File: src/rtl/swa_pkg.sv
// Shared constants and types for the sliding window aggregator.
// No dependencies; imported by every module of the block.
package swa_pkg;

  localparam int unsigned DataW        = 32;
  localparam int unsigned UsedW        = 9;
  localparam int unsigned CfgIdxW      = 2;
  localparam int unsigned CfgDataW     = 9;
  localparam int unsigned DefaultDepth = 256;
  localparam int unsigned ResetLength  = 256;

  typedef enum logic [1:0] {
    AGG_AVG = 2'd0,
    AGG_MAX = 2'd1,
    AGG_MIN = 2'd2,
    AGG_SUM = 2'd3
  } agg_mode_e;

  localparam logic [CfgIdxW-1:0] RegAggMode      = CfgIdxW'(0);
  localparam logic [CfgIdxW-1:0] RegWindowLength = CfgIdxW'(1);

endpackage

File: src/rtl/swa_divider.sv
// Restoring divider for the average: one quotient bit per cycle.
// Unsigned 32-bit dividend by a count; uses swa_pkg for widths.
module swa_divider import swa_pkg::*; #(
  parameter int unsigned DivW = 9
) (
  input  logic             clk_i,
  input  logic             rst_ni,
  input  logic             start_i,
  input  logic [DataW-1:0] dividend_i,
  input  logic [DivW-1:0]  divisor_i,
  output logic             done_o,
  output logic [DataW-1:0] quotient_o
);

  localparam int unsigned CntW = $clog2(DataW);

  logic            busy_q;
  logic            done_q;
  logic [CntW-1:0] cnt_q;
  logic [DivW-1:0] rem_q;
  logic [DataW-1:0] quo_q;
  logic [DivW-1:0] dsr_q;

  logic [DivW:0]   shifted;
  logic [DivW:0]   diff;
  logic            ge;

  assign shifted = {rem_q, quo_q[DataW-1]};
  assign ge      = shifted >= {1'b0, dsr_q};
  assign diff    = shifted - {1'b0, dsr_q};

  always_ff @(posedge clk_i or negedge rst_ni) begin
    if (!rst_ni) begin
      busy_q <= 1'b0;
      done_q <= 1'b0;
      cnt_q  <= '0;
    end else begin
      done_q <= 1'b0;
      if (start_i) begin
        busy_q <= 1'b1;
        cnt_q  <= '0;
      end else if (busy_q) begin
        cnt_q <= cnt_q + CntW'(1);
        if (cnt_q == CntW'(DataW - 1)) begin
          busy_q <= 1'b0;
          done_q <= 1'b1;
        end
      end
    end
  end

  always_ff @(posedge clk_i) begin
    if (start_i) begin
      rem_q <= '0;
      quo_q <= dividend_i;
      dsr_q <= divisor_i;
    end else if (busy_q) begin
      rem_q <= ge ? diff[DivW-1:0] : shifted[DivW-1:0];
      quo_q <= {quo_q[DataW-2:0], ge};
    end
  end

  assign done_o     = done_q;
  assign quotient_o = quo_q;

endmodule

File: config.mk
export PLATFORM = sky130hd
export DESIGN_NAME = swa_divider
export DESIGN_NICKNAME = d
export VERILOG_FILES = /design/src/rtl/swa_pkg.sv /design/src/rtl/swa_divider.sv
export SDC_FILE = /design/constraint.sdc
export NUM_CORES = 1
export LEC_CHECK = 0
export BUFFER_PORTS_ARGS = -buffer_cell sky130_fd_sc_hd__clkbuf_2
export CAP_MARGIN = 25
export CORE_AREA = 5 5 73 88
export CTS_CLUSTER_SIZE = 24
export DETAILED_ROUTE_END_ITERATION = 6
export DIE_AREA = 0 0 78 93
export PLACE_DENSITY = 0.82
export SLEW_MARGIN = 20
export SYNTH_ARGS = -nofsm -noshare
export SYNTH_HDL_FRONTEND = slang
export SYNTH_SLANG_ARGS = --single-unit
File: constraint.sdc
create_clock -name clk_i -period 7.4 [get_ports clk_i]
set_clock_uncertainty 0.2 [all_clocks]
set_input_delay 1.48 -clock clk_i [delete_from_list [all_inputs] [get_ports clk_i]]
set_output_delay 1.48 -clock clk_i [all_outputs]
set_load 0.1 [all_outputs]
==> results.tsv, run 1 <==
stage	metric	value	unit
timing	setup TNS	0	ns
worst_setup_path	Reg2Reg Depth	9	
clock_network	cts hold-fix bufs	0	
drt	Routed WL	5520	um
synth	number of synthesized flops with an enable pin	41	
worst_setup_path	crit path launch type	flip-flop	
clock_network	# resized after CTS	0	
synth	Syn Inst Count	218	
clock_network	TritonCTS clock tree	built	
synth	synth warn	0	
synth	Synth area leader	edfxtp_1	
die	total die area	0.007254	mm^2
grt	vias in the first global route	2031	
worst_setup_path	worst r2r src	quotient_o[31]	
drt	First-pass DRT Iterations	4	
grt	initial antenna violation count	0	
placed_design	placed inst area	0.003269	mm^2
die	DIE WIDTH	78	um
grt	first-pass GRT wire length	9321	um
run_status	status	completed	
clock_network	level count of the clock H-tree	3	
timing	Max Slew Vio Count	0	
timing	max_slew headroom	41.25	%
synth	Synthesized Nets	274	
pwr	Pwr Total	1163	uW
pwr	leak pwr	0.001573	uW
die	Row Count	30	
worst_setup_path	WP data required	7.41	ns
hold_path	hold path start	rem_q[4]	
worst_setup_path	Arr. time, crit path	3.11	ns
drt	Final ANT Viol Nets	0	
synth	area share of the largest cell type after synthesis	43.21	%
timing	crit path time final	3.100	ns
clock_network	Longest Clk Path Bufs	2	
die	Die H	93	um
synth	ys flop type	edfxtp_1	
final_layout	Nets	351	
run	max-cap violations	0	
hold_path	Hold Path Class	flip-flop to flip-flop	
worst_setup_path	R2R Setup Slk	4.30	ns
synth	synth top area cells	edfxtp_1 43%, mux2_1 12%, dfxtp_1 6.3%, dfrtp_1 6.1%, ha_1 4.8%	
placed_design	gpl congestion	0.8245	
clock_network	Setup Fix Bufs, Post-CTS	0	
die	Initial Utilization	51.63	%
pwr	pwr dens	337.3	mW/mm^2
placed_design	Detailed Place HPWL	3976	um
drt	starting DRC count in detailed routing	124	
timing	Max Freq	0.3226	GHz
final_layout	Sequential Area	0.001587	mm^2
clock_network	CTS root buf	clkbuf_8	
drt	number of vias per cell	5.379	
pwr	Max VDD drop	0.2371	mV
grt	gr usage total	16.24	%
synth	asr flop ratio synth	12.28	%
timing	Worst-Margin Slew	0.8813	ns
placed_design	I/O Buffers	76	
worst_setup_path	CP Max Fanout	15	
grt	largest net degree at the start of global routing	61	
final_layout	ANT cells	0	
worst_setup_path	Crit. End Element	flip-flop	
timing	Hold Vio Cnt, Final	0	
clock_network	clk slew on worst S/H paths	0.06	ns
synth	#FFs+latches synth	57	
drt	# DRC	0	
clock_network	clock sinks	57	
worst_setup_path	RR Endpoint	rem_q[8]	
final_layout	share of cells above drive strength 1	31.33	%
die	Ports	77	
timing	final hold slack	0.3046	ns
clock_network	cts bufs inserted	9	
clock_network	clk_lat worst skew	0.33	ns
timing	Final Setup Violations	0	
final_layout	synthesis-to-layout area growth	20.99	%
timing	Final Cycle Share	41.89	%
synth	synth unique cells	43	
drt	average wire per standard cell	15.16	um
synth	post-synthesis sequential area ratio	55.69	%
final_layout	Final Cell Area	0.003447	mm^2
die	Core Area	0.005518	mm^2
grt	grt total ovfl	0	
final_layout	Filler cells	392	
final_layout	area of the multi-input gates	0.001159	mm^2
synth	syn_area_per_cell	13.07	um^2
worst_setup_path	WS Path Type	flip-flop to flip-flop	
hold_path	Hold EP	rem_q[5]	
timing	RSZ-0062 raised after global routing	false	
synth	mapped cell area	0.002849	mm^2
drt	via count	1958	
hold_path	WHS Path Cells	2	
[cell type report]
| cell class | count | share of cell area [%] |
|---|---|---|
| repair buffers | 78 | 11.47 |
| clock buffers | 11 | 3.811 |
| inverters | 13 | 1.416 |
| multi-input cells | 136 | 33.61 |
| flip-flops and latches | 57 | 46.03 |
| clock inverters | 5 | 1.343 |
| well taps | 64 | 2.323 |
[metal layers]
| layer | part of all wire (%) | GRT usage [%] | vias up |
|---|---|---|---|
| met5 | 0 | 0 | - |
| met3 | 8.6 | 6.166 | 8 |
| met2 | 48 | 25.00 | 76 |
| li1 | - | - | 954 |
| met1 | 42 | 20.11 | 920 |
| met4 | 1.5 | 7.606 | 0 |
[state kept, by name, summed over array words and instances, names as in the netlist]
register,cells
busy_q,1
quotient_o,32
rem_q,9
cnt_q,5
dsr_q,9
done_o,1
[where the power goes]
group	internal, uW	switching, uW	leakage [uW]	total [uW]
sequential	395	32.8	0.000592	428
clock	152	114	0.0000898	266
combinational	147	321	0.000891	468
total	694	469	0.00157	1160
[critical path, stage by stage, from the launching register on]
cell,delay [ns]
edfxtp_1,0.42
inv_1,0.08
ha_1,0.15
inv_1,0.05
fa_1,0.44
a211oi_4,0.29
o21ai_2,0.15
a211oi_4,0.65
a2111oi_0,0.16
or3_1,0.39
[how the worst max path moves through the flow]
stage / start / depth (start not counted) / end
2_1_floorplan: start_i / 3 / quotient_o[0]
3_3_place_gp: start_i / 4 / quotient_o[12]
3_5_place_dp: start_i / 4 / quotient_o[12]
4_1_cts: quotient_o[31] / 9 / rem_q[8]
5_1_grt: quotient_o[31] / 9 / rem_q[8]
6_report: quotient_o[31] / 9 / rem_q[8]
[synthesized netlist by cell type, drive strengths merged (2+ instances only)]
| cell | count |
|---|---|
| a211o | 2 |
| a211oi | 7 |
| a21o | 2 |
| a21oi | 5 |
| a311oi | 4 |
| buf | 7 |
| clkbuf | 5 |
| dfrtp | 7 |
| dfxtp | 9 |
| edfxtp | 41 |
| ha | 11 |
| inv | 13 |
| mux2 | 31 |
| mux2i | 9 |
| nand2 | 8 |
| nand2b | 3 |
| nand3 | 3 |
| nand3b | 3 |
| nand4b | 2 |
| nor2 | 18 |
| nor2b | 2 |
| o211ai | 3 |
| or2 | 2 |
| xnor2 | 2 |
| xor2 | 5 |
[cells in the final DEF, fill, tap and decap left out, types with 3 or more instances in the layout]
cell	n
nand2_1	8
o211ai_1	3
ha_1	11
inv_1	13
clkbuf_2	76
dfrtp_1	7
nand2b_1	3
a21oi_1	4
clkinv_1	3
nor2_1	18
clkbuf_8	9
a311oi_1	4
dfxtp_1	9
edfxtp_1	41
nand3_1	3
mux2i_1	9
a211oi_1	5
xor2_1	5
mux2_1	31
nand3b_1	3
[logic make-up (layout without fill, tap and decap cells)]
kind of cell | Yosys count | after routing | synth area share, %
multiplexers | 40 | 40 | 15.41
buffers and inverters | 25 | 107 | 3.645
flip-flops | 57 | 57 | 55.69
adder cells (fa/ha/maj) | 12 | 12 | 5.534
XOR/XNOR | 7 | 7 | 2.152
AO/OA/AOI/OAI | 29 | 29 | 8.652
AND/OR/NAND/NOR | 48 | 48 | 8.915
[through the flow]
step                      std cells  utilization [%]  worst slack (ns)
after detailed placement        348            59.25             4.154
after CTS                       364            62.47             4.295
after floorplan                 218                -             4.050
final                           364            62.47             4.300
after global routing            364            62.47             4.135
after global placement          348            59.25             4.165
(Power assumes the default switching activity.)
==> run 2, diff against run 1 <==
- ABC_AREA: not set -> 1
- CORE_AREA: 5 5 73 88 -> 5 5 74 90
- DIE_AREA: 0 0 78 93 -> 0 0 79 95
- PLACE_DENSITY: 0.82 -> 0.8
- clock period: 7.4 -> 3.1 ns (I/O delays scaled with it)
==> results.tsv, run 2 <==
stage	metric	value	unit	change
final_layout	Nets	480		was 351
timing	max_slew headroom	50.90	%	was 41.25%
synth	Synth area leader	edfxtp_1		unchanged
worst_setup_path	Arr. time, crit path	2.34	ns	was 3.11 ns
synth	Synth Area in XOR/XNOR	0.9005	%	was 2.152%
drt	starting DRC count in detailed routing	89		was 124
synth	asr flop ratio synth	12.28	%	unchanged
final_layout	ANT cells	0		unchanged
final_layout	synthesis-to-layout area growth	20.20	%	was 20.99%
timing	Hold Vio Cnt, Final	0		unchanged
grt	initial antenna violation count	0		unchanged
timing	RSZ-0062 raised after global routing	false		unchanged
final_layout	Sequential Area	0.001587	mm^2	unchanged
timing	Final Setup Violations	0		unchanged
synth	syn_area_per_cell	8.457	um^2	was 13.07 um^2
final_layout	share of cells above drive strength 1	24.01	%	was 31.33%
synth	post-synthesis sequential area ratio	54.37	%	was 55.69%
clock_network	level count of the clock H-tree	3		unchanged
pwr	Max VDD drop	0.4234	mV	was 0.2371 mV
timing	crit path time final	2.273	ns	was 3.100 ns
run_status	status	completed		unchanged
synth	synth warn	0		unchanged
clock_network	cts hold-fix bufs	1		was 0
die	Initial Utilization	50.49	%	was 51.63%
grt	largest net degree at the start of global routing	47		was 61
final_layout	Filler cells	511		was 392
die	Ports	77		unchanged
worst_setup_path	CP bufs+invs	2		unchanged
grt	first-pass GRT wire length	10410	um	was 9321 um
run	max-cap violations	0		unchanged
worst_setup_path	WS Path Type	flip-flop to flip-flop		unchanged
grt	grt total ovfl	0		unchanged
clock_network	cts bufs inserted	9		unchanged
worst_setup_path	Critical Path Most Common Cell	nand2_1		
synth	Post-synth top cells	158 x nand2_1, 41 x edfxtp_1, 40 x inv_1, 24 x nand3_1, 11 x ha_1		was 41 x edfxtp_1, 31 x mux2_1, 18 x nor2_1, 13 x inv_1, 11 x ha_1
die	total die area	0.007505	mm^2	was 0.007254 mm^2
timing	Max Freq	0.4399	GHz	was 0.3226 GHz
synth	synth unique cells	28		was 43
clock_network	Setup Fix Bufs, Post-CTS	0		unchanged
clock_network	CTS root buf	clkbuf_8		unchanged
worst_setup_path	cell family with most CP delay	simple AND/OR/NAND/NOR gates		was compound AO/OA/AOI/OAI gates
final_layout	fin util	60.68	%	was 62.47%
synth	mux contribution to synthesized area	0	%	was 15.42%
pwr	Int Pwr	1508	uW	was 693.9 uW
drt	average wire per standard cell	12.52	um	was 15.16 um
drt	via count	2428		was 1958
pwr	leak pwr	0.001882	uW	was 0.001573 uW
synth	area share of the largest cell type after synthesis	42.20	%	was 43.21%
pwr	pwr dens	747.6	mW/mm^2	was 337.3 mW/mm^2
pwr	Comb pwr share	39.8	%	was 40.3%
synth	post-synthesis simple-gate area fraction	29.63	%	was 8.915%
timing	Max Slew Vio Count	0		unchanged
timing	setup TNS	0	ns	unchanged
drt	First-pass DRT Iterations	4		unchanged
pwr	sequential power share	38.5	%	was 36.8%
clock_network	Longest Clk Path Bufs	2		unchanged
grt	grt met1 use	22.51	%	was 20.11%
grt	met2 Track Usage GR	28.58	%	was 25.00%
grt	gr usage total	17.73	%	was 16.24%
worst_setup_path	largest stage delay on the critical path	0.42	ns	was 0.65 ns
synth	Synth Area in Compound Gates	1.930	%	was 8.652%
worst_setup_path	Crit. End Element	flip-flop		unchanged
die	DIE WIDTH	79	um	was 78 um
grt	met3 GRT Util	4.389	%	was 6.166%
drt	# DRC	0		unchanged
placed_design	placed inst area	0.003334	mm^2	was 0.003269 mm^2
worst_setup_path	CP Max Fanout	11		was 15
synth	ys flop type	edfxtp_1		unchanged
synth	#FFs+latches synth	57		unchanged
die	Row Count	31		was 30
synth	Syn Inst Count	345		was 218
final_layout	leading cell types in the layout, fill and taps excluded	158 x nand2_1, 76 x clkbuf_2, 41 x edfxtp_1, 40 x inv_1, 24 x nand3_1		was 76 x clkbuf_2, 41 x edfxtp_1, 31 x mux2_1, 18 x nor2_1, 13 x inv_1
synth	largest family of logic cells by synthesized area	simple AND/OR/NAND/NOR gates		was multiplexers
synth	mapped cell area	0.002918	mm^2	was 0.002849 mm^2
placed_design	gpl congestion	0.8883		was 0.8245
worst_setup_path	crit-path cells	inv_1, ha_1, inv_1, fa_1, nand4_1, nand2_1, nand2_2, nand2_2, nand2_1, nand3_1, nand2_1		was inv_1, ha_1, inv_1, fa_1, a211oi_4, o21ai_2, a211oi_4, a2111oi_0, or3_1
placed_design	Detailed Place HPWL	4689	um	was 3976 um
worst_setup_path	crit path launch type	flip-flop		unchanged
timing	Final Cycle Share	73.34	%	was 41.89%
clock_network	TritonCTS clock tree	built		unchanged
clock_network	# resized after CTS	0		unchanged
die	Core Area	0.005779	mm^2	was 0.005518 mm^2
final_layout	area of the multi-input gates	0.001105	mm^2	was 0.001159 mm^2
timing	Worst-Margin Slew	0.7338	ns	was 0.8813 ns
grt	Most Used Layer, Global Route	met2		unchanged
placed_design	I/O Buffers	76		unchanged
pwr	P_sw	1114	uW	was 468.6 uW
final_layout	Final Cell Area	0.003507	mm^2	was 0.003447 mm^2
die	Die H	95	um	was 93 um
final_layout	Largest register FFs	32		unchanged
worst_setup_path	CP max stage cell	fa_1		was a211oi_4
synth	Synthesized Nets	401		was 274
pwr	Clk pwr share	21.7	%	was 22.9%
synth	synth top area cells	edfxtp_1 42%, nand2_1 20%, dfxtp_1 6.2%, dfrtp_1 6.0%, inv_1 5.1%		was edfxtp_1 43%, mux2_1 12%, dfxtp_1 6.3%, dfrtp_1 6.1%, ha_1 4.8%
clock_network	clock sinks	57		unchanged
clock_network	clk_lat worst skew	0.32	ns	was 0.33 ns
drt	Routed WL	6199	um	was 5520 um
final_layout	most common cell after layout, fill and taps aside	nand2_1		was clkbuf_2
hold_path	Hold Path Class	input pin to flip-flop		was flip-flop to flip-flop
grt	vias in the first global route	2396		was 2031
drt	Final ANT Viol Nets	0		unchanged
synth	number of synthesized flops with an enable pin	41		unchanged
synth	synthesized-area fraction occupied by adder cells	5.403	%	was 5.534%
clock_network	clk slew on worst S/H paths	0.07	ns	was 0.06 ns
synth	most common cell in the synthesized netlist	nand2_1		was edfxtp_1
worst_setup_path	WP data required	3.17	ns	was 7.41 ns
pwr	Sw Share	42.48	%	was 40.31%
drt	number of vias per cell	4.905		was 5.379
-- run 2: changes by cell type after synthesis, sizes merged, moves of 4 or more --
cell,before,now
inv,13,41
mux2i,9,0
nand3,3,26
nand2,8,162
a311oi,4,0
nor3,0,6
xor2,5,0
mux2,31,0
a211oi,7,0
nor2,18,11
-- run 2: power by group through the flow --
stage	combinational (uW)	clock, uW	sequential (uW)
final	1040	568	1010
after global routing	1150	611	1020
after CTS	1040	586	1010
after detailed placement	1040	0	1020
after global placement	1020	0	1020
after floorplan	562	0	1320
-- run 2: path summary, 6_finish.rpt --
check                      cells after the start  slack, ns  endpoint            from
max in group asynchronous                      2       2.06  cnt_q[3]          rst_ni
setup / recovery                              11       0.83  rem_q[7]  quotient_o[31]
setup reg to reg                              11       0.83  rem_q[7]  quotient_o[31]
min in group asynchronous                      2       0.47    done_o          rst_ni
hold / removal                                 1       0.27  dsr_q[5]    divisor_i[5]
hold reg to reg                                2       0.28  rem_q[2]        rem_q[2]
-- run 2: kinds of logic after synthesis --
logic type / count (synthesis)
xor gates and xnor gates: 3
adders and majority gates: 12
and+or+nand+nor: 209
AOI/OAI and AO/OA: 10
DFF: 57
buffers and inverters: 54
-- run 2: layout make-up --
class                   instances  area share, %
clock inverters                 6         0.9989
flip-flops and latches         57          45.24
repair buffers                 80          11.77
well taps                      66          2.355
multi-input cells             234          31.50
inverters                      42          4.495
clock buffers                  10          3.639
-- run 2: layer usage --
layer,routed length (um),up-vias
met5,0,-
met4,137,0
met3,393,14
met2,3041,83
met1,2627,1080
li1,-,1251
-- run 2: through the flow --
step / power [uW] / setup slack (ns) / hold slack [ns] / instances
floorplan: 1887 / 0.5766 / 0.1244 / 345
global placement: 2039 / 0.9152 / 0.2602 / 478
detailed placement: 2062 / 0.8254 / 0.2612 / 478
CTS: 2640 / 0.8101 / 0.2478 / 495
global route: 2786 / 0.6275 / 0.2526 / 495
finish: 2622 / 0.8266 / 0.2667 / 495
